--- src/rtl/sssd_pkg.sv ---
package sssd_pkg;

    // Number of digits sent in the data frame
    localparam int DIGIT_COUNT_DEFAULT = 4;

    // Input item opcodes
    localparam logic OP_TICK = 1'b0;
    localparam logic OP_LOAD = 1'b1;

    // Configuration register indexes
    localparam int CFG_IDX_W = 2;
    localparam logic [CFG_IDX_W-1:0] CFG_BRIGHTNESS = 2'd0;
    localparam logic [CFG_IDX_W-1:0] CFG_DISPLAY_ON = 2'd1;
    localparam int CFG_DATA_W = 3;

    // Frame command bytes
    localparam logic [7:0] CMD_DATA_AUTO = 8'h40;
    localparam logic [7:0] CMD_ADDR_ZERO = 8'hC0;
    localparam logic [7:0] CMD_CTRL_BASE = 8'h80;
    localparam logic [7:0] SEG_DOT       = 8'h80;
    localparam logic [7:0] SEG_BLANK     = 8'h00;

    typedef struct packed {
        logic       op;
        logic [4:0] digit_three;
        logic [4:0] digit_two;
        logic [4:0] digit_one;
        logic [4:0] digit_zero;
        logic       dio_in;
    } in_item_t;

    typedef struct packed {
        logic clk_level;
        logic dio_level;
        logic dio_drive;
        logic busy_res;
        logic load_dropped;
    } out_item_t;

    typedef struct packed {
        logic [CFG_IDX_W-1:0]  index;
        logic [CFG_DATA_W-1:0] data;
    } cfg_wr_t;

    // Map a hex code to its segment pattern; codes 16 and up are blank
    function automatic logic [7:0] glyph(input logic [4:0] code);
        logic [7:0] seg;
        case (code)
            5'd0:    seg = 8'h3f;
            5'd1:    seg = 8'h06;
            5'd2:    seg = 8'h5b;
            5'd3:    seg = 8'h4f;
            5'd4:    seg = 8'h66;
            5'd5:    seg = 8'h6d;
            5'd6:    seg = 8'h7d;
            5'd7:    seg = 8'h07;
            5'd8:    seg = 8'h7f;
            5'd9:    seg = 8'h6f;
            5'd10:   seg = 8'h77;
            5'd11:   seg = 8'h7c;
            5'd12:   seg = 8'h39;
            5'd13:   seg = 8'h5e;
            5'd14:   seg = 8'h79;
            5'd15:   seg = 8'h71;
            default: seg = SEG_BLANK;
        endcase
        return seg;
    endfunction

endpackage

--- src/rtl/sssd_if.sv ---
// Input item channel
interface sssd_in_if;
    logic               valid;
    logic               ready;
    sssd_pkg::in_item_t data;

    modport source (output valid, output data, input ready);
    modport sink   (input valid, input data, output ready);
endinterface

// Result item channel
interface sssd_out_if;
    logic                valid;
    logic                ready;
    sssd_pkg::out_item_t data;

    modport source (output valid, output data, input ready);
    modport sink   (input valid, input data, output ready);
endinterface

// Configuration write channel
interface sssd_cfg_if;
    logic              valid;
    logic              ready;
    sssd_pkg::cfg_wr_t data;

    modport source (output valid, output data, input ready);
    modport sink   (input valid, input data, output ready);
endinterface

--- src/rtl/seven_segment_serial_display_writer_unit.sv ---
// Channel   | Role | Payload
// ----------+------+-----------------------------------------------------------
// items     | sink | op, digit_three..digit_zero, dio_in
// results   | src  | clk_level, dio_level, dio_drive, busy_res, load_dropped
// cfg       | sink | index (0 brightness, 1 display_on), data
//
// One item per cycle sustained while results are taken; each item passes through the input
// register, then one sequencer step into the result register.
// The sequencer advances one step per tick item; the 2/3/5 tick waits count items.
// rst_n resets the sequencer, pins, dot flag and config; segment bytes are not reset.
// A stalled result holds the result register; the input register then holds too
// and items is ready again as soon as the pending result is taken.
module seven_segment_serial_display_writer_unit #(
    parameter int DIGIT_COUNT = sssd_pkg::DIGIT_COUNT_DEFAULT
) (
    input  logic          clk,
    input  logic          rst_n,
    sssd_in_if.sink       items,
    sssd_out_if.source    results,
    sssd_cfg_if.sink      cfg
);

    localparam int SEG_IDX_W = (DIGIT_COUNT > 1) ? $clog2(DIGIT_COUNT) : 1;
    localparam logic [2:0] DATA_FRAME_LEN = 3'(1 + DIGIT_COUNT);
    localparam logic [2:0] DIGIT_LIMIT    = 3'(DIGIT_COUNT);

    // Sequencer phase codes
    localparam logic [3:0] PH_IDLE     = 4'd0;
    localparam logic [3:0] PH_START1   = 4'd1;
    localparam logic [3:0] PH_START2   = 4'd2;
    localparam logic [3:0] PH_BIT_LO   = 4'd3;
    localparam logic [3:0] PH_BIT_HI   = 4'd4;
    localparam logic [3:0] PH_ACK_LO   = 4'd5;
    localparam logic [3:0] PH_ACK_REL  = 4'd6;
    localparam logic [3:0] PH_ACK_POLL = 4'd7;
    localparam logic [3:0] PH_ACK_END  = 4'd8;
    localparam logic [3:0] PH_STOP1    = 4'd9;
    localparam logic [3:0] PH_STOP2    = 4'd10;
    localparam logic [3:0] PH_STOP3    = 4'd11;
    localparam logic [3:0] PH_STOP4    = 4'd12;

    // Frame numbers
    localparam logic [1:0] FRAME_CMD  = 2'd0;
    localparam logic [1:0] FRAME_DATA = 2'd1;
    localparam logic [1:0] FRAME_CTRL = 2'd2;

    logic               in_valid_reg;
    sssd_pkg::in_item_t in_item_reg;
    logic               out_valid_reg;
    sssd_pkg::out_item_t out_item_reg;
    sssd_pkg::out_item_t out_item_next;
    logic               advance;

    logic [2:0] brightness_reg;
    logic       display_on_reg;

    logic [3:0] phase_reg,  phase_next;
    logic [1:0] frame_reg,  frame_next;
    logic [2:0] byte_reg,   byte_next;
    logic [7:0] shift_reg,  shift_next;
    logic [2:0] bit_reg,    bit_next;
    logic [2:0] wait_reg,   wait_next;
    logic       dot_reg,    dot_next;
    logic       clk_reg,    clk_next;
    logic       dio_reg,    dio_next;
    logic [7:0] seg_reg  [DIGIT_COUNT];
    logic [7:0] seg_load [DIGIT_COUNT];
    logic       seg_write;
    logic       dropped;

    logic [4:0] digit_code [4];
    logic [2:0] byte_pick_idx;
    logic [2:0] byte_inc;
    logic [2:0] seg_sel;
    logic [7:0] byte_pick;
    logic [2:0] frame_len;

    // Handshakes
    assign advance       = in_valid_reg && (!out_valid_reg || results.ready);
    assign items.ready   = !in_valid_reg || advance;
    assign cfg.ready     = 1'b1;
    assign results.valid = out_valid_reg;
    assign results.data  = out_item_reg;

    // Capture input transfers
    always_ff @(posedge clk or negedge rst_n)
    begin
        if (!rst_n)
        begin
            in_valid_reg <= 1'b0;
        end
        else if (items.ready)
        begin
            in_valid_reg <= items.valid;
        end
    end

    always_ff @(posedge clk)
    begin
        if (items.valid && items.ready)
        begin
            in_item_reg <= items.data;
        end
    end

    // Write configuration registers
    always_ff @(posedge clk or negedge rst_n)
    begin
        if (!rst_n)
        begin
            brightness_reg <= 3'd1;
            display_on_reg <= 1'b1;
        end
        else if (cfg.valid && cfg.ready)
        begin
            case (cfg.data.index)
                sssd_pkg::CFG_BRIGHTNESS: brightness_reg <= cfg.data.data;
                sssd_pkg::CFG_DISPLAY_ON: display_on_reg <= cfg.data.data[0];
                default: ;
            endcase
        end
    end

    // Map digit codes to segment bytes for a load
    assign digit_code[0] = in_item_reg.digit_three;
    assign digit_code[1] = in_item_reg.digit_two;
    assign digit_code[2] = in_item_reg.digit_one;
    assign digit_code[3] = in_item_reg.digit_zero;

    for (genvar k = 0; k < DIGIT_COUNT; k++)
    begin : g_seg
        logic [7:0] base;
        if (k < 4)
        begin : g_digit
            assign base = sssd_pkg::glyph(digit_code[k]);
        end
        else
        begin : g_blank
            assign base = sssd_pkg::SEG_BLANK;
        end
        if (k == 1)
        begin : g_dot
            assign seg_load[k] = base | (dot_reg ? sssd_pkg::SEG_BLANK : sssd_pkg::SEG_DOT);
        end
        else
        begin : g_plain
            assign seg_load[k] = base;
        end
    end

    // Pick the next byte of the current frame
    assign byte_inc      = byte_reg + 3'd1;
    assign byte_pick_idx = (phase_reg == PH_START2) ? 3'd0 : byte_inc;
    assign seg_sel       = byte_pick_idx - 3'd1;
    assign frame_len     = (frame_reg == FRAME_DATA) ? DATA_FRAME_LEN : 3'd1;

    always_comb
    begin
        if (frame_reg == FRAME_CMD)
        begin
            byte_pick = sssd_pkg::CMD_DATA_AUTO;
        end
        else if (frame_reg == FRAME_DATA)
        begin
            if (byte_pick_idx == 3'd0)
            begin
                byte_pick = sssd_pkg::CMD_ADDR_ZERO;
            end
            else if (seg_sel < DIGIT_LIMIT)
            begin
                byte_pick = seg_reg[seg_sel[SEG_IDX_W-1:0]];
            end
            else
            begin
                byte_pick = sssd_pkg::SEG_BLANK;
            end
        end
        else
        begin
            byte_pick = sssd_pkg::CMD_CTRL_BASE | {4'b0000, display_on_reg, brightness_reg};
        end
    end

    // Advance the sequencer by one step
    always_comb
    begin
        phase_next = phase_reg;
        frame_next = frame_reg;
        byte_next  = byte_reg;
        shift_next = shift_reg;
        bit_next   = bit_reg;
        wait_next  = wait_reg;
        dot_next   = dot_reg;
        clk_next   = clk_reg;
        dio_next   = dio_reg;
        seg_write  = 1'b0;
        dropped    = 1'b0;
        if (in_item_reg.op == sssd_pkg::OP_LOAD)
        begin
            if (phase_reg != PH_IDLE)
            begin
                dropped = 1'b1;
            end
            else
            begin
                seg_write  = 1'b1;
                dot_next   = !dot_reg;
                frame_next = FRAME_CMD;
                byte_next  = 3'd0;
                bit_next   = 3'd0;
                clk_next   = 1'b1;
                dio_next   = 1'b1;
                wait_next  = 3'd2;
                phase_next = PH_START2;
            end
        end
        else if (phase_reg != PH_IDLE)
        begin
            if (wait_reg != 3'd0)
            begin
                wait_next = wait_reg - 3'd1;
            end
            else
            begin
                case (phase_reg)
                    PH_START1:
                    begin
                        clk_next   = 1'b1;
                        dio_next   = 1'b1;
                        wait_next  = 3'd2;
                        phase_next = PH_START2;
                    end
                    PH_START2:
                    begin
                        dio_next   = 1'b0;
                        byte_next  = 3'd0;
                        shift_next = byte_pick;
                        bit_next   = 3'd0;
                        phase_next = PH_BIT_LO;
                    end
                    PH_BIT_LO:
                    begin
                        clk_next   = 1'b0;
                        dio_next   = shift_reg[0];
                        wait_next  = 3'd3;
                        phase_next = PH_BIT_HI;
                    end
                    PH_BIT_HI:
                    begin
                        clk_next   = 1'b1;
                        shift_next = shift_reg >> 1;
                        wait_next  = 3'd3;
                        if (bit_reg == 3'd7)
                        begin
                            bit_next   = 3'd0;
                            phase_next = PH_ACK_LO;
                        end
                        else
                        begin
                            bit_next   = bit_reg + 3'd1;
                            phase_next = PH_BIT_LO;
                        end
                    end
                    PH_ACK_LO:
                    begin
                        clk_next   = 1'b0;
                        wait_next  = 3'd5;
                        phase_next = PH_ACK_REL;
                    end
                    PH_ACK_REL:
                    begin
                        phase_next = PH_ACK_POLL;
                    end
                    PH_ACK_POLL:
                    begin
                        if (!in_item_reg.dio_in)
                        begin
                            clk_next   = 1'b1;
                            wait_next  = 3'd2;
                            phase_next = PH_ACK_END;
                        end
                    end
                    PH_ACK_END:
                    begin
                        clk_next  = 1'b0;
                        byte_next = byte_inc;
                        if (byte_inc < frame_len)
                        begin
                            shift_next = byte_pick;
                            bit_next   = 3'd0;
                            phase_next = PH_BIT_LO;
                        end
                        else
                        begin
                            phase_next = PH_STOP1;
                        end
                    end
                    PH_STOP1:
                    begin
                        clk_next   = 1'b0;
                        wait_next  = 3'd2;
                        phase_next = PH_STOP2;
                    end
                    PH_STOP2:
                    begin
                        dio_next   = 1'b0;
                        wait_next  = 3'd2;
                        phase_next = PH_STOP3;
                    end
                    PH_STOP3:
                    begin
                        clk_next   = 1'b1;
                        wait_next  = 3'd2;
                        phase_next = PH_STOP4;
                    end
                    PH_STOP4:
                    begin
                        dio_next = 1'b1;
                        if (frame_reg != FRAME_CTRL)
                        begin
                            frame_next = frame_reg + 2'd1;
                            phase_next = PH_START1;
                        end
                        else
                        begin
                            frame_next = FRAME_CMD;
                            phase_next = PH_IDLE;
                        end
                    end
                    default:
                    begin
                        phase_next = PH_IDLE;
                        wait_next  = 3'd0;
                    end
                endcase
            end
        end
    end

    // Form the result from the state after this step
    always_comb
    begin
        out_item_next.clk_level    = clk_next;
        out_item_next.dio_level    = dio_next;
        out_item_next.dio_drive    = (phase_next != PH_ACK_POLL);
        out_item_next.busy_res     = (phase_next != PH_IDLE);
        out_item_next.load_dropped = dropped;
    end

    // Update sequencer state
    always_ff @(posedge clk or negedge rst_n)
    begin
        if (!rst_n)
        begin
            phase_reg <= PH_IDLE;
            frame_reg <= FRAME_CMD;
            byte_reg  <= 3'd0;
            shift_reg <= 8'd0;
            bit_reg   <= 3'd0;
            wait_reg  <= 3'd0;
            dot_reg   <= 1'b1;
            clk_reg   <= 1'b0;
            dio_reg   <= 1'b0;
        end
        else if (advance)
        begin
            phase_reg <= phase_next;
            frame_reg <= frame_next;
            byte_reg  <= byte_next;
            shift_reg <= shift_next;
            bit_reg   <= bit_next;
            wait_reg  <= wait_next;
            dot_reg   <= dot_next;
            clk_reg   <= clk_next;
            dio_reg   <= dio_next;
        end
    end

    // Store segment bytes on an accepted load
    always_ff @(posedge clk)
    begin
        if (advance && seg_write)
        begin
            for (int k = 0; k < DIGIT_COUNT; k++)
            begin
                seg_reg[k] <= seg_load[k];
            end
        end
    end

    // Hold the result until it is taken
    always_ff @(posedge clk or negedge rst_n)
    begin
        if (!rst_n)
        begin
            out_valid_reg <= 1'b0;
        end
        else if (advance)
        begin
            out_valid_reg <= 1'b1;
        end
        else if (results.ready)
        begin
            out_valid_reg <= 1'b0;
        end
    end

    always_ff @(posedge clk)
    begin
        if (advance)
        begin
            out_item_reg <= out_item_next;
        end
    end

    // Input side only stalls behind a stalled result
    a_stall_cause: assert property (@(posedge clk) disable iff (!rst_n)
        !items.ready |-> (results.valid && !results.ready))
        else $error("input stalled without a pending result");

    // Idle sequencer never carries a pending wait
    a_idle_wait: assert property (@(posedge clk) disable iff (!rst_n)
        (phase_reg == PH_IDLE) |-> (wait_reg == 3'd0))
        else $error("wait count left over in idle");

    // Bit counter runs only while shifting a byte
    a_bit_phase: assert property (@(posedge clk) disable iff (!rst_n)
        (bit_reg != 3'd0) |-> (phase_reg == PH_BIT_LO || phase_reg == PH_BIT_HI))
        else $error("bit count outside bit phases");

    // A dropped load or a released line means a transfer is under way
    a_result_busy: assert property (@(posedge clk) disable iff (!rst_n)
        (results.valid && (results.data.load_dropped || !results.data.dio_drive))
        |-> results.data.busy_res)
        else $error("result not busy while dropping or releasing");

    // A stalled item never changes the dot flag
    a_seg_hold: assert property (@(posedge clk) disable iff (!rst_n)
        (in_valid_reg && !advance) |=> $stable(dot_reg))
        else $error("dot flag changed during a stall");

endmodule

--- src/flat_wrapper.sv ---
// flat-port wrapper written by rule: the top's interface ports become plain ports
module seven_segment_serial_display_writer_unit_flat 
#(
    parameter int DIGIT_COUNT = sssd_pkg::DIGIT_COUNT_DEFAULT
)
  (clk, rst_n, items_valid, items_data, items_ready, results_valid, results_data, results_ready, cfg_valid, cfg_data, cfg_ready);
  sssd_in_if items_i ();
  sssd_out_if results_i ();
  sssd_cfg_if cfg_i ();
  input  logic clk;
  input  logic rst_n;
  input wire logic [$bits(items_i.valid)-1:0] items_valid;
  input wire logic [$bits(items_i.data)-1:0] items_data;
  output wire logic [$bits(items_i.ready)-1:0] items_ready;
  output wire logic [$bits(results_i.valid)-1:0] results_valid;
  output wire logic [$bits(results_i.data)-1:0] results_data;
  input wire logic [$bits(results_i.ready)-1:0] results_ready;
  input wire logic [$bits(cfg_i.valid)-1:0] cfg_valid;
  input wire logic [$bits(cfg_i.data)-1:0] cfg_data;
  output wire logic [$bits(cfg_i.ready)-1:0] cfg_ready;
  assign items_i.valid = items_valid;
  assign items_i.data = items_data;
  assign items_ready = items_i.ready;
  assign results_valid = results_i.valid;
  assign results_data = results_i.data;
  assign results_i.ready = results_ready;
  assign cfg_i.valid = cfg_valid;
  assign cfg_i.data = cfg_data;
  assign cfg_ready = cfg_i.ready;
  seven_segment_serial_display_writer_unit #(.DIGIT_COUNT(DIGIT_COUNT)) u_core (.clk(clk), .rst_n(rst_n), .items(items_i), .results(results_i), .cfg(cfg_i));
endmodule
--- config.mk ---
export PLATFORM = sky130hd
export DESIGN_NAME = seven_segment_serial_display_writer_unit_flat
export DESIGN_NICKNAME = d
export VERILOG_FILES = /design/src/rtl/sssd_pkg.sv /design/src/rtl/sssd_if.sv /design/src/rtl/seven_segment_serial_display_writer_unit.sv /design/src/flat_wrapper.sv
export SDC_FILE = /design/constraint.sdc
export NUM_CORES = 1
export LEC_CHECK = 0
export BUFFER_PORTS_ARGS = -buffer_cell sky130_fd_sc_hd__clkbuf_2
export CELL_PAD_IN_SITES_DETAIL_PLACEMENT = 2
export CELL_PAD_IN_SITES_GLOBAL_PLACEMENT = 2
export CORE_ASPECT_RATIO = 1.75
export CORE_MARGIN = 4
export CORE_UTILIZATION = 40
export CTS_BUF_LIST = sky130_fd_sc_hd__clkbuf_16
export DETAILED_ROUTE_END_ITERATION = 12
export PLACE_DENSITY_LB_ADDON = 0.1
export SETUP_SLACK_MARGIN = 0.5
export SLEW_MARGIN = 10
export SYNTH_ARGS = -nofsm -noshare
export SYNTH_HDL_FRONTEND = slang
export SYNTH_SLANG_ARGS = --single-unit
--- constraint.sdc ---
create_clock -name clk -period 3.45 [get_ports clk]
set_input_delay 0.69 -clock clk [delete_from_list [all_inputs] [get_ports clk]]
set_output_delay 0.69 -clock clk [all_outputs]
set_load 0.02 [all_outputs]
# ---- Yosys cells after proc, flatten, opt, wreduce, memory -nomap -nowiden
# Memory sizes are Yosys's and may differ from the RTL's. A register that Yosys moved wholly into a read port is not among the register bits.
# Cells that the tools add are included.
dict set report totals {
  register_bits 59
  latchBits 0
  ramBits 32
  rom_bits 448
  input_bits 32
  output_inout_bits 8
  wordCells 165
  mem_count 5
}
dict set report classes {
  add_sub_neg 5
  mul 0
  div 0
  n_lt_le_gt_ge 2
  eq_ne 23
  shifts 0
  mux 67
  n_bitwise 4
  n_reduce_logical 35
}
# memory words word_bits rd rd_ports_with_merged_regs wr line_no
set mem_list {}
lappend mem_list {{(no name shown)} 16 7 1 1 0 sssd_pkg.sv:48} ;# case (code)
lappend mem_list {{(no name shown)} 16 7 1 1 0 sssd_pkg.sv:48}
lappend mem_list {{(no name shown)} 16 7 1 1 0 sssd_pkg.sv:48}
lappend mem_list {{(no name shown)} 16 7 1 1 0 sssd_pkg.sv:48}
lappend mem_list {u_core.seg_reg 4 8 1 0 4 seven_segment_serial_display_writer_unit.sv:66} ;# logic [7:0] seg_reg [DIGIT_COUNT];
# operator n
set ops {}
lappend ops {{2-to-1 mux 8 bit} 10}
lappend ops {{2-to-1 mux 3 bit} 17}
lappend ops {{case mux 4 bit (12 select lines)} 1}
lappend ops {{2-to-1 mux 4 bit} 10}
lappend ops {{case mux 8 bit (3 select lines)} 1}
lappend ops {{equality test 4 bit, second input constant} 5}
lappend ops {{2-to-1 mux 1 bit} 17}
lappend ops {{equality test 4 x 3 -> 1 bit, second input constant} 4}
lappend ops {{case mux 3 bit (5 select lines)} 1}
lappend ops {{AND reduction 5 bit} 3}
lappend ops {{2-to-1 mux 2 bit} 6}
lappend ops {{AND reduction 6 bit} 2}
lappend ops {{nonzero test 4 bit} 3}
lappend ops {{OR reduction 4 bit} 3}
lappend ops {{case mux 3 bit (3 select lines)} 1}
lappend ops {{nonzero test 3 bit} 3}
lappend ops {{equality test 4 x 2 -> 1 bit, second input constant} 2}
lappend ops {{!= test 4 x 3 -> 1 bit, second input constant} 2}
lappend ops {{OR 8 bit} 1}
lappend ops {{adder 3 x 1 -> 3 bit, second input constant} 2}
lappend ops {{!= test 3 x 1 -> 1 bit, second input constant} 2}
lappend ops {{case mux 1 bit (3 select lines)} 2}
lappend ops {{case mux 3 bit (2 select lines)} 1}
lappend ops {{nonzero test 2 bit} 3}
lappend ops {{other kinds (19)} 34}

# ---- Depth between registers and ports, before layout
dict set report depth {
  ltp_word 10
  depth_mapped 10
  ltp_nobuf 9
}

# ---- Worst setup path before layout
# Ideal clock, no wire load.
dict set report synth_timing {
  kind {input to register}
  startpoint {in results_ready}
  endpoint {reg (tool-made name)}
  setup_time_ns 0.058
  arrival_time_ns 2.762
  required_time_ns 3.392
  setup_slack_ns 0.630
  path_stages 8
  path_buffers 1
  path_cell_list {nand3b_2 > nand2_4 > buf_4 > mux2i_1 > inv_1 > ha_1 > mux4_2 > inv_1}
}
# item line_no
set synth_lines {}
lappend synth_lines {{start, declared} flat_wrapper.sv:17} ;# input wire logic [$bits(results_i.ready)-1:0] results_ready;

# ---- Worst setup path after layout
dict set report layout_timing {
  startpoint {reg u_core.phase_reg[3]}
  endpoint {reg u_core.bit_reg[2]}
}
dict set report layout_between {
  elab_chain_len 5
  elab_cells_between_ends 13
  classes_between {eq/ne (5); mux (4); reduce/logical (4)}
}
# item line_no
set layout_rtl {}
lappend layout_rtl {{start, declared} seven_segment_serial_display_writer_unit.sv:57} ;# logic [3:0] phase_reg, phase_next;
lappend layout_rtl {{start signal, assigned} seven_segment_serial_display_writer_unit.sv:367} ;# phase_reg <= phase_next;
lappend layout_rtl {{equality test 4 bit (tied with other cells)} seven_segment_serial_display_writer_unit.sv:225} ;# case (phase_reg)
lappend layout_rtl {{case mux 3 bit (3 select lines)} seven_segment_serial_display_writer_unit.sv:225}
lappend layout_rtl {{2-to-1 mux 3 bit} seven_segment_serial_display_writer_unit.sv:219} ;# if (wait_reg != 3'd0)
lappend layout_rtl {{2-to-1 mux 3 bit} seven_segment_serial_display_writer_unit.sv:217} ;# else if (phase_reg != PH_IDLE)
lappend layout_rtl {{2-to-1 mux 3 bit} seven_segment_serial_display_writer_unit.sv:198} ;# if (in_item_reg.op == sssd_pkg::OP_LOAD)
lappend layout_rtl {{end signal, assigned} seven_segment_serial_display_writer_unit.sv:371} ;# bit_reg <= bit_next;
lappend layout_rtl {{end, declared} seven_segment_serial_display_writer_unit.sv:61} ;# logic [2:0] bit_reg, bit_next;
# Parallel ways exist; a longest one is shown, timed or not. The select of a mux whose other input is x is not followed.
# A chain may end at the register's enable or synchronous reset.

==> summary by stage <==
Outcome
The run finished with clean final reports.

Final layout
The storage element area is 3050 sq um. The final cell count without fillers is 780. In the final design database the tool counted 655 nets. Of the cells placed in the final design, the portion with a size suffix greater than 1 is 0.231. From synthesis to final layout, the design area changed by 17.1%.

The antenna cell count is 0. After filler insertion, the fill cell instance count of the layout stands at 1521. The area used by multi-input combinational logic is 2890 sq um. For this run, the share of the core covered by cells in the final layout is 0.481.

STA
The worst slew margin relative to its limit is 0.366. Setup total negative slack on the finished layout was measured at 0 ns. The final count of hold timing violations is 0.

The fraction of the cycle the final worst path needs is 0.810. The number of setup violations in the final report is 0. The achievable clock frequency is 358 MHz.

The slew at the pin with the worst max-slew slack is 0.952 ns. The final critical delay including setup and external delays is 2.79 ns. Setup repair after global routing left no endpoint under its margin.

Clock skew on the completed layout was measured at 0.0134 ns. The total count of max-transition violations in the final report is 0.

Min path
The path type of the worst min-delay path is input port to asynchronous set/reset pin.

Floorplan
The placeable core region is 15100 sq um. The number of top-level design ports is 40. The effective utilization at floorplan is 0.411.

The floorplan step set the die width to 102 um. The floorplan has 59 rows. The floorplan step defined a die boundary enclosing 17600 sq um. The die height is 173 um.

Synth
The number of enable-type register cells in the synthesized netlist is 56. The count of mapped cells out of synthesis is 528. The count of state elements after synthesis is 116. The count of synthesis-stage warnings from yosys is 0. Counting flops with an async set or reset pin after synthesis yields a share of 0.276. The cell taking the most area after synthesis is sky130_fd_sc_hd__edfxtp_1. Averaged over all synthesized cells, the footprint is 11.7 sq um. The number of distinct standard cells referenced by the synthesized netlist is 74. Sorting the synthesized cells by area gives the leading types as sky130_fd_sc_hd__edfxtp_1 (27%), sky130_fd_sc_hd__dfrtp_1 (12%), sky130_fd_sc_hd__dfxtp_1 (9.1%). The most frequent cell after synthesis is sky130_fd_sc_hd__edfxtp_1.

After synthesis the cells add up to 6190 sq um. The net count after synthesis is 599. The share of the Yosys chip area taken by registers is 0.492. The dominant synthesized flop cell is sky130_fd_sc_hd__edfxtp_1. By count the netlist is led by sky130_fd_sc_hd__edfxtp_1 (56), sky130_fd_sc_hd__ha_1 (39), sky130_fd_sc_hd__nor2b_1 (37). The fraction of synthesized cell area taken by the top area cell type is 0.272.

Global route
The number of antenna violations at the first check in global routing was 0. Entering global routing, the biggest net connects 33 pins. The wire length of the first global-routing pass is 27700 um.

In the global route stage, overall resource usage came out at 0.207. The number of global-route vias before repair was 5111. Global routing finished with a remaining overflow of 0.

Route
The detail-routed via count per cell is 5.61. The detailed router placed 4376 vias in this run. The count of nets left with antenna violations once routing finished came out at 0. The first detailed-routing pass ran for 4 iterations.

The detailed router's first-iteration violation count is 149. The DRC violation count after routing is 0. After detailed routing, the total wire length is 16900 um. In the final routed layout, each cell accounts on average for 21.7 um.

Critical path
The dominant delay contributor by cell family on the critical path is simple AND/OR/NAND/NOR gates. The worst setup path is of the register to register kind. Along the worst path, the maximum fanout reaches 13.

The critical path goes through buf_4, or4_1, ha_1, nor3_1, o21ai_1, mux2_1. The buffering stage count on the worst path with inverters included is 1. STA puts the critical path data required time at 3.74 ns. The worst path arrival time is 3.09 ns. On the critical path, the stage with the largest delay is an instance of sky130_fd_sc_hd__or4_1. For this run, the slowest stage of the critical path takes 0.63 ns. The category of the worst setup path launch point is a register. STA classifies the critical path endpoint as a register.

Clock network
The count of hold-fix buffers inserted at cts is 0. The later pin in the worst-skew pair is clocked with a latency of 0.42 ns. The total number of H-tree levels is 4. The CTS clock-pin slew for the worst setup and hold paths is 0.06 ns.

The longest clock path from root to sink contains 2 buffers. Clock tree synthesis selected as its root buffer the cell sky130_fd_sc_hd__clkbuf_16. The number of buffers inserted during clock tree synthesis is 17. The clock sink count is 116. The CTS tree is yes.

Placed design
The HPWL after detailed placement is 12600 um. The number of placed instances with taps included is 748. The number of port buffers is 38.

The final weighted congestion in routability-driven placement is 0.807.

Flow run
The tool flagged a number of max-cap violations equal to 0.

Power and ir drop
The cell area power density is 724 nW/um^2. VDD sags by at most 354 uV. Summed over all cells, the static leakage comes to 3.05 nW.
==> kinds of logic after synthesis <==
| group | Yosys count | synth area share |
|---|---|---|
| simple gates | 148 | 0.139 |
| flops | 116 | 0.492 |
| compound gates | 107 | 0.125 |
| buf+inv | 56 | 0.0414 |
| mux | 54 | 0.113 |
| fa+ha+maj | 39 | 0.0788 |
| xor+xnor | 7 | 0.00991 |
| other cells | 1 | 0.000606 |
==> routing by layer <==
layer	GRT usage	part of all wire	up-vias
li1	-	-	2056
met1	0.193	0.34	2210
met2	0.402	0.60	64
met3	0.0387	0.015	46
met4	0.109	0.046	0
met5	0	0	-
==> final timing paths <==
| kind | startpoint | end | slack, ns | cells after the start |
|---|---|---|---|---|
| max in group asynchronous | rst_n | u_core.phase_reg[2] | 2.40 | 1 |
| setup / recovery | u_core.phase_reg[3] | u_core.bit_reg[2] | 0.66 | 6 |
| min in group clk | items_data[21] | u_core.in_item_reg[21] | 0.45 | 1 |
| hold / removal | rst_n | u_core.clk_reg | 0.40 | 1 |
| hold reg to reg | u_core.dot_reg | u_core.dot_reg | 0.49 | 1 |
| setup reg to reg | u_core.phase_reg[3] | u_core.bit_reg[2] | 0.66 | 6 |
==> where the power goes <==
part | switching [mW] | leakage, nW | total (mW) | internal, mW
clock | 0.657 | 0.284 | 1.78 | 1.13
sequential | 0.197 | 1.15 | 1.90 | 1.70
combinational | 0.906 | 1.61 | 1.57 | 0.662
==> placed cells by master (no fill, tap or decap), types with 13 or more instances in the layout <==
cell / synthesis / final
sky130_fd_sc_hd__inv_1: 27 / 28
sky130_fd_sc_hd__dfrtp_1: 29 / 28
sky130_fd_sc_hd__mux2i_1: 25 / 25
sky130_fd_sc_hd__nand2_1: 25 / 25
sky130_fd_sc_hd__clkbuf_2: 2 / 38
sky130_fd_sc_hd__mux2_2: 18 / 18
sky130_fd_sc_hd__nor2b_1: 37 / 37
sky130_fd_sc_hd__nand2b_1: 13 / 13
sky130_fd_sc_hd__o21ai_0: 18 / 18
sky130_fd_sc_hd__clkbuf_16: 0 / 17
sky130_fd_sc_hd__edfxtp_1: 56 / 56
sky130_fd_sc_hd__ha_1: 39 / 39
sky130_fd_sc_hd__a21oi_1: 20 / 20
sky130_fd_sc_hd__dfxtp_1: 28 / 28
sky130_fd_sc_hd__buf_4: 3 / 25
sky130_fd_sc_hd__nor2_1: 18 / 17
==> stage by stage <==
step           power (mW)  worst slack (ns)  cell area (sq um)  hold slack [ns]
4_1_cts              5.32             0.630               7250            0.423
5_1_grt              5.56             0.512               7250            0.432
3_3_place_gp         3.39             0.607               6650            0.482
3_5_place_dp         3.48             0.441               6650            0.487
6_report             5.25             0.656               7250            0.397
2_1_floorplan        2.98             0.630               6190            0.394
==> final cells by class <==
cell class | count | area share
clock buffers | 17 | 0.0587
clock inverters | 15 | 0.0228
inverters | 30 | 0.0157
multi-input cells | 356 | 0.399
flip-flops and latches | 116 | 0.421
well taps | 183 | 0.0316
repair buffers | 63 | 0.0521
==> what timing repair did <==
| action | in CTS | in global routing |
|---|---|---|
| gates resized for setup | 1 | 1 |
| buffers inserted | 0 | 0 |
| setup endpoints to repair | 1 | 1 |
| gates cloned | 0 | 0 |
| pin swaps | 0 | 0 |
Power figures use the tool's default switching activity.
